[src/sv/assert_macros.svh]
// Assertion macros shared by the console interpreter RTL.
// All checks are clocked on i_clk and disabled while i_rst_n is low.
`ifndef ASSERT_MACROS_SVH
`define ASSERT_MACROS_SVH

// Condition that must hold at every edge out of reset.
`define TCCI_ASSERT(name, prop, msg) \
    name: assert property (@(posedge i_clk) disable iff (!i_rst_n) (prop)) \
        else $error(msg);

// Condition on one edge that implies another condition at the next edge.
`define TCCI_ASSERT_NEXT(name, cause, effect, msg) \
    name: assert property (@(posedge i_clk) disable iff (!i_rst_n) \
        (cause) |=> (effect)) else $error(msg);

`endif

[src/sv/tcci_pkg.sv]
// Package for the text console control interpreter: control byte codes,
// display command codes, escape modes and the state and command structs.
// No dependencies.
`timescale 1ns / 1ps
`default_nettype none

package tcci_pkg;

    // Display geometry limits
    localparam int MAX_ROWS = 64;
    localparam int MAX_COLS = 128;

    // Reset values of the geometry registers
    localparam logic [6:0] ROWS_RESET = 7'd24;
    localparam logic [7:0] COLS_RESET = 8'd80;

    // Configuration register indexes
    localparam logic [1:0] CFG_ROWS = 2'd0;
    localparam logic [1:0] CFG_COLS = 2'd1;

    // Control bytes
    localparam logic [7:0] CH_LOCATE  = 8'd1;
    localparam logic [7:0] CH_HOME    = 8'd2;
    localparam logic [7:0] CH_CLEAR   = 8'd3;
    localparam logic [7:0] CH_FORWARD = 8'd4;
    localparam logic [7:0] CH_EOL     = 8'd5;
    localparam logic [7:0] CH_UP      = 8'd6;
    localparam logic [7:0] CH_BELL    = 8'd7;
    localparam logic [7:0] CH_BACK    = 8'd8;
    localparam logic [7:0] CH_TAB     = 8'd9;
    localparam logic [7:0] CH_LF      = 8'd10;
    localparam logic [7:0] CH_REV_ON  = 8'd11;
    localparam logic [7:0] CH_REV_OFF = 8'd12;
    localparam logic [7:0] CH_CR      = 8'd13;
    localparam logic [7:0] CH_SAVE    = 8'd14;
    localparam logic [7:0] CH_RESTORE = 8'd15;
    localparam logic [7:0] CH_INS     = 8'd16;
    localparam logic [7:0] CH_DEL     = 8'd17;

    // Printable range and locate offset
    localparam logic [7:0] PRINT_LO      = 8'h20;
    localparam logic [7:0] PRINT_HI      = 8'hfd;
    localparam logic [7:0] LOCATE_OFFSET = 8'h20;
    localparam logic [6:0] TAB_MASK      = 7'h07;

    typedef enum logic [1:0] {
        MODE_NORMAL = 2'd0,
        MODE_ROW    = 2'd1,
        MODE_COL    = 2'd2
    } t_mode;

    typedef enum logic [2:0] {
        CMD_PAINT  = 3'd0,
        CMD_CURSOR = 3'd1,
        CMD_CLEAR  = 3'd2,
        CMD_EOL    = 3'd3,
        CMD_DELETE = 3'd4,
        CMD_INSERT = 3'd5,
        CMD_BELL   = 3'd6
    } t_cmd_code;

    typedef struct packed {
        t_mode      mode;
        logic [5:0] row;
        logic [6:0] col;
        logic [5:0] saved_row;
        logic [6:0] saved_col;
        logic       standout;
    } t_state;

    typedef struct packed {
        t_cmd_code  code;
        logic [5:0] row;
        logic [6:0] col;
        logic [7:0] glyph;
        logic       rev;
        logic [9:0] px;
        logic [9:0] py;
    } t_result;

endpackage

`default_nettype wire

[src/sv/tcci_step.sv]
// Combinational interpreter step: from the current console state and one
// byte, gives the next state and up to three display commands in order.
// Depends on tcci_pkg.
`timescale 1ns / 1ps
`default_nettype none

module tcci_step
    import tcci_pkg::*;
(
    input  wire logic [7:0]    i_byte,
    input  wire t_state        i_state,
    input  wire logic [6:0]    i_rows,
    input  wire logic [7:0]    i_cols,
    output t_state             o_state,
    output t_result [2:0]      o_res,
    output logic [1:0]         o_count
);

    function automatic t_result mk(t_cmd_code code, logic [5:0] row, logic [6:0] col,
                                   logic [7:0] glyph, logic rev,
                                   logic [9:0] px, logic [9:0] py);
        t_result r;
        r.code  = code;
        r.row   = row;
        r.col   = col;
        r.glyph = glyph;
        r.rev   = rev;
        r.px    = px;
        r.py    = py;
        return r;
    endfunction

    // Effective geometry: zero acts as one, oversize acts as the limit
    logic [6:0] rows_eff;
    logic [7:0] cols_eff;
    logic [5:0] rows_last;
    logic [6:0] cols_last;

    always_comb begin
        if (i_rows == 7'd0) begin
            rows_eff = 7'd1;
        end else if (i_rows > 7'(MAX_ROWS)) begin
            rows_eff = 7'(MAX_ROWS);
        end else begin
            rows_eff = i_rows;
        end
        if (i_cols == 8'd0) begin
            cols_eff = 8'd1;
        end else if (i_cols > 8'(MAX_COLS)) begin
            cols_eff = 8'(MAX_COLS);
        end else begin
            cols_eff = i_cols;
        end
        rows_last = 6'(rows_eff - 7'd1);
        cols_last = 7'(cols_eff - 8'd1);
    end

    // Line feed and advance, computed from the current position
    logic [6:0] row_p1;
    logic [7:0] col_p1;
    logic       nl_scroll;
    logic [5:0] nl_row;
    logic       adv_wrap;
    logic [6:0] adv_col;
    logic [5:0] adv_row;
    logic       adv_scroll;
    logic [7:0] tab_next;
    logic [6:0] tab_col;
    logic [7:0] loc_val;

    always_comb begin
        row_p1     = {1'b0, i_state.row} + 7'd1;
        nl_scroll  = (row_p1 >= rows_eff);
        nl_row     = nl_scroll ? i_state.row : row_p1[5:0];
        col_p1     = {1'b0, i_state.col} + 8'd1;
        adv_wrap   = (col_p1 >= cols_eff);
        adv_col    = adv_wrap ? 7'd0 : col_p1[6:0];
        adv_row    = adv_wrap ? nl_row : i_state.row;
        adv_scroll = adv_wrap && nl_scroll;
        // next multiple of 8, clamped at the last column
        tab_next   = {1'b0, i_state.col | TAB_MASK} + 8'd1;
        tab_col    = (tab_next >= cols_eff) ? cols_last : tab_next[6:0];
        loc_val    = i_byte - LOCATE_OFFSET;
    end

    // Decode: next state and which commands fire
    t_state st;
    logic   e_paint;
    logic   e_clear;
    logic   e_scroll;
    logic   e_eol;
    logic   e_bell;
    logic   e_insert;
    logic   e_delrow;
    logic   e_cursor;

    always_comb begin
        st       = i_state;
        e_paint  = 1'b0;
        e_clear  = 1'b0;
        e_scroll = 1'b0;
        e_eol    = 1'b0;
        e_bell   = 1'b0;
        e_insert = 1'b0;
        e_delrow = 1'b0;
        e_cursor = 1'b0;
        case (i_state.mode)
            MODE_ROW: begin
                st.row  = (loc_val >= {1'b0, rows_eff}) ? rows_last : loc_val[5:0];
                st.mode = MODE_COL;
            end
            MODE_COL: begin
                st.col   = (loc_val >= cols_eff) ? cols_last : loc_val[6:0];
                st.mode  = MODE_NORMAL;
                e_cursor = 1'b1;
            end
            default: begin
                st.mode = MODE_NORMAL;
                case (i_byte)
                    CH_LOCATE: begin
                        st.mode = MODE_ROW;
                    end
                    CH_HOME: begin
                        st.row   = 6'd0;
                        st.col   = 7'd0;
                        e_cursor = 1'b1;
                    end
                    CH_CLEAR: begin
                        st.row   = 6'd0;
                        st.col   = 7'd0;
                        e_clear  = 1'b1;
                        e_cursor = 1'b1;
                    end
                    CH_FORWARD: begin
                        st.row   = adv_row;
                        st.col   = adv_col;
                        e_scroll = adv_scroll;
                        e_cursor = 1'b1;
                    end
                    CH_EOL: begin
                        e_eol = 1'b1;
                    end
                    CH_UP: begin
                        if (i_state.row != 6'd0) begin
                            st.row = i_state.row - 6'd1;
                        end
                        e_cursor = 1'b1;
                    end
                    CH_BELL: begin
                        e_bell = 1'b1;
                    end
                    CH_BACK: begin
                        if (i_state.col != 7'd0) begin
                            st.col = i_state.col - 7'd1;
                        end
                        e_cursor = 1'b1;
                    end
                    CH_TAB: begin
                        st.col   = tab_col;
                        e_cursor = 1'b1;
                    end
                    CH_LF: begin
                        st.row   = nl_row;
                        e_scroll = nl_scroll;
                        e_cursor = 1'b1;
                    end
                    CH_REV_ON: begin
                        st.standout = 1'b1;
                    end
                    CH_REV_OFF: begin
                        st.standout = 1'b0;
                    end
                    CH_CR: begin
                        st.col   = 7'd0;
                        e_cursor = 1'b1;
                    end
                    CH_SAVE: begin
                        st.saved_row = i_state.row;
                        st.saved_col = i_state.col;
                    end
                    CH_RESTORE: begin
                        st.row   = i_state.saved_row;
                        st.col   = i_state.saved_col;
                        e_cursor = 1'b1;
                    end
                    CH_INS: begin
                        e_insert = 1'b1;
                    end
                    CH_DEL: begin
                        e_delrow = 1'b1;
                    end
                    default: begin
                        // other bytes paint when printable and always advance
                        e_paint  = (i_byte >= PRINT_LO) && (i_byte <= PRINT_HI);
                        st.row   = adv_row;
                        st.col   = adv_col;
                        e_scroll = adv_scroll;
                        e_cursor = 1'b1;
                    end
                endcase
            end
        endcase
    end

    // Pack the commands in display order
    t_result [2:0] res;
    logic [1:0]    cnt;

    always_comb begin
        res = '0;
        cnt = 2'd0;
        if (e_paint) begin
            res[cnt] = mk(CMD_PAINT, i_state.row, i_state.col, i_byte, i_state.standout,
                          10'd0, 10'd0);
            cnt = cnt + 2'd1;
        end
        if (e_clear) begin
            res[cnt] = mk(CMD_CLEAR, 6'd0, 7'd0, 8'd0, 1'b0, 10'd0, 10'd0);
            cnt = cnt + 2'd1;
        end
        if (e_scroll) begin
            res[cnt] = mk(CMD_DELETE, 6'd0, 7'd0, 8'd0, 1'b0, 10'd0, 10'd0);
            cnt = cnt + 2'd1;
        end
        if (e_eol) begin
            res[cnt] = mk(CMD_EOL, i_state.row, i_state.col, 8'd0, 1'b0, 10'd0, 10'd0);
            cnt = cnt + 2'd1;
        end
        if (e_bell) begin
            res[cnt] = mk(CMD_BELL, 6'd0, 7'd0, 8'd0, 1'b0, 10'd0, 10'd0);
            cnt = cnt + 2'd1;
        end
        if (e_insert) begin
            res[cnt] = mk(CMD_INSERT, i_state.row, 7'd0, 8'd0, 1'b0, 10'd0, 10'd0);
            cnt = cnt + 2'd1;
        end
        if (e_delrow) begin
            res[cnt] = mk(CMD_DELETE, i_state.row, 7'd0, 8'd0, 1'b0, 10'd0, 10'd0);
            cnt = cnt + 2'd1;
        end
        if (e_cursor) begin
            // x = col * 8, y = row * 16 - row
            res[cnt] = mk(CMD_CURSOR, st.row, st.col, 8'd0, 1'b0, {st.col, 3'b000},
                          {st.row, 4'b0000} - {4'b0000, st.row});
            cnt = cnt + 2'd1;
        end
    end

    assign o_state = st;
    assign o_res   = res;
    assign o_count = cnt;

endmodule

`default_nettype wire

[src/sv/text_console_control_interpreter.sv]
// Text console control interpreter: one input byte in, a run of display
// commands out.
//
// Channels: the byte channel (i_in_valid, o_in_stall, i_byte_in) and the
// command channel (o_out_valid, i_out_stall and the command fields). A
// transfer happens on an edge with valid high and stall low. The config
// channel (i_cfg_valid, o_cfg_ready, i_cfg_index, i_cfg_data) writes the
// row count at index 0 and the column count at index 1; it is always ready.
// A taken byte sits in the input register until the command register can
// hold its run; it is then decoded and the first command of its run is
// valid; later commands of the run follow one per cycle while the output
// does not stall, the last one flagged by o_last_of_run. Bytes pass one
// per cycle while each yields at most one command and the output does
// not stall; a byte yields 0 to 3 commands, and the next byte is decoded
// only as that run drains. Stall: a byte waits in the input register and o_in_stall rises while
// the command register cannot empty at this edge (more than one command
// left, or its last command stalled). Reset returns the cursor, saved
// position and standout flag to zero, the escape mode to normal and the
// geometry to 24 rows by 80 cols.
// Depends on tcci_pkg, tcci_step and assert_macros.svh.
`timescale 1ns / 1ps
`default_nettype none
`include "assert_macros.svh"

module text_console_control_interpreter
    import tcci_pkg::*;
(
    input  wire logic       i_clk,
    input  wire logic       i_rst_n,
    // byte input channel
    input  wire logic       i_in_valid,
    output logic            o_in_stall,
    input  wire logic [7:0] i_byte_in,
    // command output channel
    output logic            o_out_valid,
    input  wire logic       i_out_stall,
    output logic [2:0]      o_command,
    output logic [5:0]      o_text_row,
    output logic [6:0]      o_text_col,
    output logic [7:0]      o_glyph,
    output logic            o_reverse_video,
    output logic [9:0]      o_pixel_x,
    output logic [9:0]      o_pixel_y,
    output logic            o_last_of_run,
    // configuration write channel
    input  wire logic       i_cfg_valid,
    output logic            o_cfg_ready,
    input  wire logic [1:0] i_cfg_index,
    input  wire logic [7:0] i_cfg_data
);

    // Geometry registers
    logic [6:0] r_rows;
    logic [7:0] r_cols;

    assign o_cfg_ready = 1'b1;

    always_ff @(posedge i_clk) begin
        if (!i_rst_n) begin
            r_rows <= ROWS_RESET;
            r_cols <= COLS_RESET;
        end else if (i_cfg_valid && o_cfg_ready) begin
            case (i_cfg_index)
                CFG_ROWS: r_rows <= i_cfg_data[6:0];
                CFG_COLS: r_cols <= i_cfg_data;
                default:  ;
            endcase
        end
    end

    // Handshake control
    logic       r_in_valid;
    logic [7:0] r_in_byte;
    t_result [2:0] r_slot;
    logic [1:0] r_cnt;
    t_state     r_st;

    logic take;
    logic slot_free;
    logic adv;
    logic in_xfer;

    assign take       = (r_cnt != 2'd0) && !i_out_stall;
    assign slot_free  = (r_cnt == 2'd0) || (take && (r_cnt == 2'd1));
    assign adv        = r_in_valid && slot_free;
    assign o_in_stall = r_in_valid && !slot_free;
    assign in_xfer    = i_in_valid && !o_in_stall;

    // Decode of the held byte
    t_state        n_st;
    t_result [2:0] n_res;
    logic [1:0]    n_cnt;

    tcci_step u_step (
        .i_byte  (r_in_byte),
        .i_state (r_st),
        .i_rows  (r_rows),
        .i_cols  (r_cols),
        .o_state (n_st),
        .o_res   (n_res),
        .o_count (n_cnt)
    );

    // Input register
    always_ff @(posedge i_clk) begin
        if (!i_rst_n) begin
            r_in_valid <= 1'b0;
        end else if (in_xfer) begin
            r_in_valid <= 1'b1;
        end else if (adv) begin
            r_in_valid <= 1'b0;
        end
    end

    always_ff @(posedge i_clk) begin
        if (in_xfer) begin
            r_in_byte <= i_byte_in;
        end
    end

    // Console state, committed when the byte is decoded
    always_ff @(posedge i_clk) begin
        if (!i_rst_n) begin
            r_st <= '{mode: MODE_NORMAL, row: 6'd0, col: 7'd0,
                      saved_row: 6'd0, saved_col: 7'd0, standout: 1'b0};
        end else if (adv) begin
            r_st <= n_st;
        end
    end

    // Command register: slot 0 is on the port, later slots shift down
    always_ff @(posedge i_clk) begin
        if (!i_rst_n) begin
            r_cnt <= 2'd0;
        end else if (adv) begin
            r_cnt <= n_cnt;
        end else if (take) begin
            r_cnt <= r_cnt - 2'd1;
        end
    end

    always_ff @(posedge i_clk) begin
        if (adv) begin
            r_slot <= n_res;
        end else if (take) begin
            r_slot <= {{$bits(t_result){1'b0}}, r_slot[2:1]};
        end
    end

    // Output fields
    assign o_out_valid     = (r_cnt != 2'd0);
    assign o_command       = r_slot[0].code;
    assign o_text_row      = r_slot[0].row;
    assign o_text_col      = r_slot[0].col;
    assign o_glyph         = r_slot[0].glyph;
    assign o_reverse_video = r_slot[0].rev;
    assign o_pixel_x       = r_slot[0].px;
    assign o_pixel_y       = r_slot[0].py;
    assign o_last_of_run   = (r_cnt == 2'd1);

    // Checks
    `TCCI_ASSERT_NEXT(a_hold_byte, r_in_valid && !slot_free, r_in_valid && $stable(r_in_byte), "held byte lost while command register busy")
    `TCCI_ASSERT_NEXT(a_run_continues, take && (r_cnt > 2'd1), o_out_valid, "command run broken before its last command")
    `TCCI_ASSERT_NEXT(a_row_byte_quiet, adv && (r_st.mode == MODE_ROW), (r_cnt == 2'd0) && (r_st.mode == MODE_COL), "locate row byte must yield nothing and await column")
    `TCCI_ASSERT(a_no_run_overlap, !(adv && take && (r_cnt > 2'd1)), "new run loaded over pending commands")

endmodule

`default_nettype wire

[config.mk]
export PLATFORM = sky130hd
export DESIGN_NAME = text_console_control_interpreter
export DESIGN_NICKNAME = d
export VERILOG_FILES = /design/src/sv/tcci_pkg.sv /design/src/sv/tcci_step.sv /design/src/sv/text_console_control_interpreter.sv
export VERILOG_INCLUDE_DIRS = /design/src /design/src/sv
export SDC_FILE = /design/constraint.sdc
export NUM_CORES = 1
export LEC_CHECK = 0
export ABC_AREA = 1
export BUFFER_PORTS_ARGS = -buffer_cell sky130_fd_sc_hd__buf_2
export CORE_ASPECT_RATIO = 0.9
export CORE_MARGIN = 4
export CORE_UTILIZATION = 50
export DETAILED_ROUTE_END_ITERATION = 16
export GPL_ROUTABILITY_DRIVEN = 0
export PLACE_DENSITY_LB_ADDON = 0.12
export RECOVER_POWER = 100
export SLEW_MARGIN = 20
export SYNTH_ARGS = -nofsm -noshare
export SYNTH_HDL_FRONTEND = slang
export SYNTH_SLANG_ARGS = --single-unit
[constraint.sdc]
create_clock -name i_clk -period 7.35 [get_ports i_clk]
set_clock_uncertainty 0.2 [all_clocks]
set_input_delay 0.735 -clock i_clk [delete_from_list [all_inputs] [get_ports i_clk]]
set_output_delay 0.735 -clock i_clk [all_outputs]
set_load 0.05 [all_outputs]
* Word-level counts from Yosys, hierarchy flattened *
Index checks and enable logic that the tools add are counted.

cells by class
  add/subtract/negate cells = 17
  order comparisons = 23
  equal/unequal tests = 21
  multiplexer cells = 75
  bitwise gates (word level) = 10
  reduce and logical (&&, ||, !) cells = 40

operators by type and width
  cell                 count
  $mux 135             9
  $demux 45 s2         7
  $bwmux 135           4
  $mux 45              7
  $not 132->132        2
  $and 132x132->132    1
  $and 44x132->132     1
  $and 129x129->129    1
  $not 129->129        1
  $eq 8x4->1 const B   8
  $mux 42              1
  $mux 7               6
  $pmux 7 s5           1
  $eq 8x3->1 const B   4
  $pmux 6 s5           1
  $ge 8x8->1           3
  $mux 6               4
  $lt 2x3->1 const B   6
  $mux 1               18
  $mux 2               9
  $reduce_or 17->1     1
  $add 7x1->8 const B  2
  $eq 8x2->1 const B   2
  $eq 8x5->1 const B   2
  46 further kinds     85

storage, ports and cells
  register bits after elaboration = 190
  input port bits = 23
  output and inout port bits = 49
  logic and storage cells = 218

* Logic depth before layout (Yosys ltp) *
Gate-level depths: netlist of the first run.

  depth in word-level cells = 25
  mapped depth = 39
  mapped depth without buffers = 39

* Hierarchy *
A second synthesis of the first run with hierarchy kept.

unflattened totals
  cells, all modules = 1771
  area total of the unflattened synthesis = 13096.3 um^2

by module, submodules not included
  module                            instances  cells an instance  area each (um^2)  seq. area each (um^2)
  text_console_control_interpreter  1          804                7981.4            5235.0
  tcci_step                         1          967                5114.9            0.0

* Worst setup path before layout of the first run *
Ideal clock, no wire load.

  path kind = register to register
  start = register r_st[16] (netlist bit)
  end = register r_slot, in the netlist o_text_row[3] (data pin)
  setup time = 0.257 ns
  arrival = 5.235 ns
  data required time = 6.893 ns
  path slack = 1.659 ns
  stages on the path, launching flop included = 33
  buffers on the path = 2
  clock period less this slack = 5.691 ns
  cells stage by stage = dfxtp_1 clkbuf_1 inv_1 nor3_1 o21ai_0 ha_1 a21oi_1 nor2_1 nor3_1 nand2_1 nand3_2 nand2_4 nand2_4 nand2_1 nand2_1 ha_1 a21oi_1 inv_1 ha_1 or2_2 nand2_1 ha_1 o21ai_0 ha_1 or2_2 nand2_1 inv_1 ha_1 nand2_1 nor2_1 buf_2 a22oi_1 nand2_1

on the way
  cells in the longest elaborated chain, start to end = 22
  elaborated cells between the ends (all ways) = 55
  classes of those cells = add/sub (5); order compare (11); mux (31); bitwise (2); reduce/logical (6)

RTL lines
  what                                                                  RTL line                                 source
  start: declaration                                                    text_console_control_interpreter.sv:76   t_state r_st;
  start signal: assignment                                              text_console_control_interpreter.sv:124  r_st <= '{mode: MODE_NORMAL, row: 6'd0, col: 7'd0,
  start signal: assignment                                              text_console_control_interpreter.sv:127  r_st <= n_st;
  $add 7x1->8 *                                                         tcci_step.sv:75                          col_p1 = {1'b0, i_state.col} + 8'd1;
  $ge 8x8->1 *                                                          tcci_step.sv:76                          adv_wrap = (col_p1 >= cols_eff);
  parallel branches: the longest is 18 deep, another holds $add 2x1->2  --
  $mux 135 *                                                            tcci_step.sv:241                         if (e_cursor) begin
  $mux 135 *                                                            text_console_control_interpreter.sv:143  if (adv) begin
  end signal: assignment                                                text_console_control_interpreter.sv:144  r_slot <= n_res;
  end signal: assignment                                                text_console_control_interpreter.sv:146  r_slot <= {{$bits(t_result){1'b0}}, r_slot[2:1]};
  end: declaration                                                      text_console_control_interpreter.sv:74   t_result [2:0] r_slot;

Every way passes the cells marked *.
A chain may end at the register's enable or synchronous reset.

* Final worst setup path of the first run *
  start = register r_st[14] (netlist bit)
  end = register r_slot, in the netlist o_text_col[6] (data pin)

on the way
  cells in the longest elaborated chain, start to end = 22
  elaborated cells between the ends (all ways) = 58
  classes of those cells = add/sub (6); order compare (11); mux (32); bitwise (2); reduce/logical (7)

RTL lines
  what                                                                  RTL line
  parallel branches: the longest is 20 deep, another holds $add 7x1->8  --
  $mux 135 *                                                            tcci_step.sv:241
  $mux 135 *                                                            text_console_control_interpreter.sv:143

Marks and branches as above.

==> flow_summary.ini, run 1 <==
[timing]
period_minus_slack_ns = 6.770
finalHoldViolCount = 0
finalSetupViolations = 0
fmax_ghz = 0.1477
final.setup.worst_slack_ns = 0.5800
drv_slew = 172
min_period_over_period_pct = 92.11
grt_setup_unrepaired = false
relSlewSlack_pct = -83.46
setup_tns_ns = 0
tightest_slew_ns = 2.752

[power]
p_per_area_mw_per_mm2 = 416.9
pwr-share-seq_pct = 33.5
p_clk_share_pct = 19.2
switching_power_w = 0.002249
vdd_ir_drop_max_mv = 0.3259
total_power_w = 0.004792
p_int_w = 0.002543
power_frac_comb_pct = 47.2
p_leak_nw = 5.032
swShare_pct = 46.93

[yosys]
yosys_warnings = 0
synth_top_area_share_pct = 32.57
ys_types = 49
synth_ff_type = edfxtp_1
async_reset_ff_share_pct = 0
synth_top_area_cell = edfxtp_1
synth.ff_latch_count = 163
synth_seq_area_share_pct = 41.37
synthesis.instances = 1339
netlist_area_mm2 = 0.01069
synth_edf_count = 116
syn_avg_cell_area_um2 = 7.987
ys_top_cells_by_area = edfxtp_1 33%, nand2_1 10%, dfxtp_1 8.8%, ha_1 8.5%, o21ai_0 4.8%

[floorplan]
num_io_pins = 72
die_h_um = 146.7
initial_core_util_pct = 51.18
die_w_um = 162.2
dieArea_mm2 = 0.02379
fp.coreArea_mm2 = 0.02090
rows = 50

[clocking]
cts.clk_slew.worst_paths_ns = 0.07
cts_buffers = 17
ctsLongestPathBuffers = 2
clk_latency_ns = 0.44
cts_sinks = 163
hold_buffers = 0
htreeDepth = 4
cts_resized = 0
cts_tree = done
ctsRootBufferMaster = clkbuf_16
post-cts-setup-buffers = 0

[detailed_routing]
vias = 9215
vias_per_cell = 5.565
drtIter0Drc = 822
postRouteWirelength_um = 28630
wl_per_cell_um = 17.29
drc = 0
first_pass_iters = 6
ant_nets = 0

[global_routing]
grt_pass1_wl_um = 45950
grtUsageTotal_pct = 24.16
grt_max_degree = 89
grt_antenna_before_repair = 0
grt_pass1_vias = 8546
grt_overflow = 0

[job]
max-cap-violations = 4

[layout]
area_growth_syn_to_layout_pct = 7.499
final_common_cell = nand2_1
postLayoutCoreUtil_pct = 55.02
layout_common_cells = 300 x nand2_1, 123 x inv_1, 116 x edfxtp_1
fin_nets = 1453
n_fill_cell = 1996
drive_above_1_share_pct = 8.248
n_antenna_cell = 0

[setup_path]
r2r_start = r_st[14]$_SDFFE_PN0P_
crit_start = r_st[14]$_SDFFE_PN0P_
slowest_stage = nor3_1
r2r_cells = 31
r2r_setup_slack_ns = 0.58
rr_endpoint = o_text_col[6]$_DFFE_PP_
worstPathRequired_ns = 7.32
critPathMaxStageDelay_ns = 0.54
crit_path_end_kind = flop
worstSetupPathType = flop to flop
worstPathMaxFanout = 14
cp.arrival_ns = 6.74
start_kind = flop

[status]
status = complete, but fails checks
failed_checks = max-capacitance violations, max-slew violations

[min_path]
min_to = r_in_byte[4]$_DFFE_PP_
hold_class = input port to flop
hold_path_startpoint = i_byte_in[4]
whs_path_depth = 1

[placement]
detailed_place_hpwl_um = 21080
portBuffers = 67
dpl_worst_slack_ns = 0.7725
flip-flops by register name, summed over array words and instances, names as in the netlist:
name	flops
o_command	3
r_cols	8
r_slot	66
o_text_row	6
r_cnt	2
o_text_col	7
r_st	29
r_in_byte	8
o_reverse_video	1
r_rows	7
o_pixel_y	10
r_in_valid	1
o_glyph	8
o_pixel_x	7
critical path: cells and delay by family (launching register included):
family	cells	cell delay, ns
AND/OR/NAND/NOR	16	2.58
buffers and inverters	4	0.67
AO/OA/AOI/OAI	5	0.97
flip-flops	1	0.45
adder cells (fa/ha/maj)	6	1.60
metal layers:
metal / part of all wire [%] / track usage [%]
met5: 0 / 0
met2: 45 / 38.03
met3: 5.5 / 3.731
met1: 48 / 35.11
met4: 1.6 / 6.047
stage by stage:
step	cell area, µm²	hold slack (ns)	cells
6_report	11500	0.2766	1656
3_5_place_dp	11000	0.2720	1624
3_3_place_gp	11000	0.2646	1624
5_1_grt	11500	0.2592	1656
4_1_cts	11600	0.2565	1656
2_1_floorplan	10700	0.2442	1341
final cells by class:
class | count | area (µm²) | share of cell area (%)
clock inverter | 14 | 163.9 | 1.426
tap | 286 | 357.8 | 3.113
multi-input combinational | 950 | 5221 | 45.42
sequential | 163 | 4424 | 38.49
timing repair buffer | 79 | 351.6 | 3.058
inverter | 146 | 548.0 | 4.767
clock buffer | 18 | 429.2 | 3.733
cell usage after synthesis, drive strengths merged, types with 21 or more instances:
cell    instances
nand2         318
inv           137
edfxtp        116
nor2          116
o21ai         109
nand3          93
a21oi          80
ha             73
buf            55
dfxtp          47
o211ai         33
clkbuf         27
xor2           24
nor3           21
how the worst max path moves through the flow:
stage	end	slack, ns	cells past startpoint
floorplan	o_text_row[3]$_DFFE_PP_	1.66	32
global placement	o_text_col[3]$_DFFE_PP_	0.98	31
detailed placement	r_slot[48]$_DFFE_PP_	0.77	32
CTS	r_slot[48]$_DFFE_PP_	0.76	32
global route	o_text_col[6]$_DFFE_PP_	0.1	36
finish	o_text_col[6]$_DFFE_PP_	0.58	31
cells by family after synthesis:
family                     synth area share, %
other                                  0.07023
adders and majority gates                8.541
AOI/OAI and AO/OA                        14.74
xor gates and xnor gates                 2.293
DFF                                      41.37
buffers and inverters                    9.734
and+or+nand+nor                          23.25
power by group through the flow:
| stage | clock (W) | sequential (W) | combinational (W) |
|---|---|---|---|
| 2_1_floorplan | 0 | 0.00159 | 0.00190 |
| 3_3_place_gp | 0 | 0.00159 | 0.00229 |
| 3_5_place_dp | 0 | 0.00160 | 0.00231 |
| 4_1_cts | 0.000932 | 0.00159 | 0.00233 |
| 5_1_grt | 0.000979 | 0.00164 | 0.00252 |
| 6_report | 0.000922 | 0.00161 | 0.00226 |
No activity file was read; power rests on OpenSTA's default activity.
==> inputs of run 2 (changes only) <==
Settings changed: CORE_UTILIZATION 50 to 28.
==> run 2 against run 1 <==
The run still ends with max-capacitance violations, max-slew violations left; maximum frequency up 1.0%; non-clock buffer count up 7; worst setup slack better by 0.069 ns; power up 3.1%.
==> flow_summary.ini, run 2 (synthesized netlist as in run 1, its figures left out) <==
[layout]
register_area_mm2 = 0.004424
stdcell_count = 1860
drive_above_1_share_pct = 8.787
regMostFlops = r_slot
area_growth_syn_to_layout_pct = 10.72
fin_nets = 1460
largest_reg_flops = 66
n_fill_cell = 4012
n_antenna_cell = 0
final_common_cell = nand2_1
multi_input_area_mm2 = 0.005226
layout_common_cells = 300 x nand2_1, 123 x inv_1, 116 x edfxtp_1

[floorplan]
num_io_pins = 72
fp.coreArea_mm2 = 0.03747
dieArea_mm2 = 0.04139
rows = 67
die_w_um = 214
die_h_um = 193.4
initial_core_util_pct = 28.54

[global_routing]
grt_antenna_before_repair = 0
met1_usage_pct = 22.26
grt_overflow = 0
met2_usage_pct = 26.27
grtUsageTotal_pct = 16.11
grt_pass1_vias = 9101
grtUsageMet3_pct = 2.635
grt_pass1_wl_um = 52760
busiest_layer = met2
grt_max_degree = 64

[clocking]
ctsRootBufferMaster = clkbuf_16
hold_buffers = 0
post-cts-setup-buffers = 0
cts_tree = done
clk_latency_ns = 0.46
htreeDepth = 4
cts_sinks = 163
ctsLongestPathBuffers = 2
cts.clk_slew.worst_paths_ns = 0.07
cts_buffers = 17
cts_resized = 0

[timing]
drv_slew = 227
grt_setup_unrepaired = false
tightest_slew_ns = 2.949
min_period_over_period_pct = 91.16
hold_ws_ns = 0.2614
setup_tns_ns = 0
finalSetupViolations = 0
finalHoldViolCount = 0
relSlewSlack_pct = -96.63
fmax_ghz = 0.1492
period_minus_slack_ns = 6.701

[setup_path]
worstPathRequired_ns = 7.43
crit_path_end_kind = flop
cp.arrival_ns = 6.78
worstPathMaxFanout = 8
start_kind = flop
worstSetupPathType = flop to flop
slowest_stage = dfxtp_1
critPathMaxStageDelay_ns = 0.46

[detailed_routing]
vias = 9200
drc = 0
vias_per_cell = 4.946
drtIter0Drc = 621
first_pass_iters = 5
wl_per_cell_um = 17.84
ant_nets = 0
postRouteWirelength_um = 33190

[placement]
placed_cells = 1828
detailed_place_hpwl_um = 24660
portBuffers = 67

[min_path]
hold_class = input port to flop

[power]
vdd_ir_drop_max_mv = 0.2180
p_leak_nw = 5.081
total_power_w = 0.004942
p_per_area_mw_per_mm2 = 417.4

[job]
max-cap-violations = 5

[status]
status = complete, but fails checks
failed_checks = max-capacitance violations, max-slew violations
==> run 2: worst paths after layout <==
path,start,endpoint,slack (ns),cells past startpoint
max,r_st[14]$_SDFFE_PN0P_,o_text_col[3]$_DFFE_PP_,0.65,30
min,i_byte_in[2],r_in_byte[2]$_DFFE_PP_,0.26,1
max reg2reg,r_st[14]$_SDFFE_PN0P_,o_text_col[3]$_DFFE_PP_,0.65,30
min reg2reg,r_cols[0]$_SDFFE_PN0P_,r_cols[0]$_SDFFE_PN0P_,0.29,2
==> run 2: cell type report <==
| cell class | count | share of cell area [%] |
|---|---|---|
| Clock buffer | 17 | 3.593 |
| Timing Repair Buffer | 86 | 3.382 |
| Sequential cell | 163 | 37.37 |
| Multi-Input combinational cell | 950 | 44.14 |
| Inverter | 146 | 4.629 |
| Clock inverter | 15 | 1.786 |
| Tap cell | 483 | 5.104 |
==> run 2: worst max-delay path: cells and delay by family, from the launching register on <==
kind	cells	cell delay, ns
adder cells (fa/ha/maj)	6	1.58
AO/OA/AOI/OAI	6	1.30
buffers and inverters	3	0.37
flip-flops	1	0.46
AND/OR/NAND/NOR	15	2.61
==> run 2: power by group <==
| part | internal, W | switching [W] | leakage [nW] |
|---|---|---|---|
| clock | 0.000551 | 0.000439 | 0.308 |
| combinational | 0.000575 | 0.00176 | 3.26 |
| sequential | 0.00147 | 0.000150 | 1.51 |
==> run 2: metrics by stage <==
stage | area (µm²) | util [%] | setup slack (ns)
2_1_floorplan | 10700 | - | 1.659
3_3_place_gp | 11320 | 30.20 | 0.7919
3_5_place_dp | 11320 | 30.20 | 0.7424
4_1_cts | 11950 | 31.90 | 0.6931
5_1_grt | 11840 | 31.60 | 0.06355
6_report | 11840 | 31.60 | 0.6495
==> run 2: layer usage <==
metal	vias up	part of all wire [%]
met3	30	3.8
met5	-	0
li1	4573	-
met4	0	1.7
met1	4413	48
met2	184	46
==> inputs of run 3 (changes only) <==
Settings changed: CORE_ASPECT_RATIO 0.9 to 0.75, SETUP_SLACK_MARGIN from default to 0.1.
==> run 3 against run 2 <==
The run still ends with max-capacitance violations, max-slew violations left; register-to-register slack lost 0.14 ns; hold slack gained 0.0011 ns; clock power shrank 13%; design area shrank 0.18%; routed wire length grew 1.7%; critical endpoint is now r_slot[85]$_DFFE_PP_; highest routed layer unchanged.
==> flow_summary.ini, run 3 (synthesized netlist as in run 1, its figures left out) <==
[status]
status = complete, but fails checks
failed_checks = max-capacitance violations, max-slew violations

[setup_path]
crit_family = simple AND/OR/NAND/NOR gates
critPathMaxStageDelay_ns = 0.50
cp.arrival_ns = 6.82
r2r_start = r_st[14]$_SDFFE_PN0P_
crit_path_end_kind = flop
critical_path_buf_inv_count = 4
worstSetupPathType = flop to flop
r2r_cells = 30
r2r_setup_slack_ns = 0.51
worstPathRequired_ns = 7.33
rr_endpoint = r_slot[85]$_DFFE_PP_
start_kind = flop
worstPathMaxFanout = 12
slowest_stage = dfxtp_1

[clocking]
clk_latency_ns = 0.45
htreeDepth = 4
ctsRootBufferMaster = clkbuf_16
ctsLongestPathBuffers = 2
cts_tree = done
cts.clk_slew.worst_paths_ns = 0.07
cts_sinks = 163
hold_buffers = 0
cts_buffers = 17

[global_routing]
grt_pass1_vias = 9020
grt_overflow = 0
grt_antenna_before_repair = 0
grt_pass1_wl_um = 52430
grtUsageTotal_pct = 16.52
grt_max_degree = 61

[layout]
stdcell_count = 1884
drive_above_1_share_pct = 8.841
regMostFlops = r_slot
register_area_mm2 = 0.004424
area_growth_syn_to_layout_pct = 10.52
layout_common_cells = 300 x nand2_1, 122 x inv_1, 116 x edfxtp_1
fin_nets = 1464
n_antenna_cell = 0
largest_reg_flops = 66
final_common_cell = nand2_1
multi_input_area_mm2 = 0.005243
n_fill_cell = 4066

[power]
p_leak_nw = 5.052
p_clk_share_pct = 17.9
p_int_w = 0.002516
power_frac_comb_pct = 48.7
vdd_ir_drop_max_mv = 0.1783
p_per_area_mw_per_mm2 = 409.4
switching_power_w = 0.002322
swShare_pct = 48.00
pwr-share-seq_pct = 33.5

[floorplan]
dieArea_mm2 = 0.04142
initial_core_util_pct = 28.59
num_io_pins = 72
fp.coreArea_mm2 = 0.03740
rows = 61
die_h_um = 177.2
die_w_um = 233.7

[detailed_routing]
postRouteWirelength_um = 33740
wl_per_cell_um = 17.91
drtIter0Drc = 875
ant_nets = 0
vias_per_cell = 4.907
first_pass_iters = 6
vias = 9244
drc = 0

[timing]
drv_slew = 309
relSlewSlack_pct = -60.50
fmax_ghz = 0.1462
finalHoldViolCount = 0
grt_setup_unrepaired = false
period_minus_slack_ns = 6.839
final.setup.worst_slack_ns = 0.5109
min_period_over_period_pct = 93.05
setup_tns_ns = 0
tightest_slew_ns = 2.408
finalSetupViolations = 0

[job]
max-cap-violations = 7

[placement]
placed_cells = 1853
portBuffers = 67
detailed_place_hpwl_um = 25270
dpl_worst_slack_ns = 0.6591

[min_path]
whs_path_depth = 1
hold_path_startpoint = i_byte_in[7]
hold_class = input port to flop
min_to = r_in_byte[7]$_DFFE_PP_
[run 3: worst max-delay path by stage]
stage	to	depth (start not counted)	from	slack (ns)
after floorplan	o_text_row[3]$_DFFE_PP_	32	r_st[16]$_SDFFE_PN0P_	1.66
after detailed placement	o_text_col[3]$_DFFE_PP_	30	r_st[14]$_SDFFE_PN0P_	0.66
final	r_slot[85]$_DFFE_PP_	30	r_st[14]$_SDFFE_PN0P_	0.51
after global routing	r_slot[47]$_DFFE_PP_	30	r_st[14]$_SDFFE_PN0P_	0.09
after global placement	o_text_col[3]$_DFFE_PP_	30	r_st[14]$_SDFFE_PN0P_	0.76
after CTS	o_text_col[3]$_DFFE_PP_	30	r_st[14]$_SDFFE_PN0P_	0.61
[run 3: power by group through the flow]
stage          logic (W)  clock network, W  registers, W
2_1_floorplan    0.00190                 0       0.00159
4_1_cts          0.00241          0.000891       0.00161
6_report         0.00236          0.000864       0.00162
5_1_grt          0.00263          0.000922       0.00165
3_3_place_gp     0.00242                 0       0.00162
3_5_place_dp     0.00241                 0       0.00162
[run 3: cell type report]
type | count | share of cell area [%]
well taps | 504 | 5.336
clock inverters | 10 | 0.8893
inverters | 146 | 4.637
repair buffers | 90 | 3.621
multi-input cells | 950 | 44.36
flip-flops and latches | 163 | 37.43
clock buffers | 21 | 3.726
[run 3: routing by layer]
metal / share of wire (%) / track usage, % / wire length, µm / up-vias
met5: 0 / 0 / 0 / -
met4: 1.2 / 4.181 / 405 / 0
met3: 4.3 / 2.912 / 1438 / 25
met2: 44 / 25.19 / 14850 / 241
met1: 51 / 24.16 / 17050 / 4397
li1: - / - / - / 4581
[run 3: stage by stage]
step | hold slack, ns | power, W | util (%) | instance area, µm²
2_1_floorplan | 0.2442 | 0.003492 | - | 10700
3_5_place_dp | 0.2674 | 0.004029 | 30.37 | 11360
4_1_cts | 0.2367 | 0.004912 | 31.83 | 11910
5_1_grt | 0.2415 | 0.005204 | 31.60 | 11820
6_report | 0.2625 | 0.004838 | 31.60 | 11820
3_3_place_gp | 0.2739 | 0.004043 | 30.37 | 11360
[run 3: what timing repair did]
item                       in CTS  in global routing
setup endpoints to repair       0                  6
gates resized for setup         0                  1
buffers inserted                0                  0
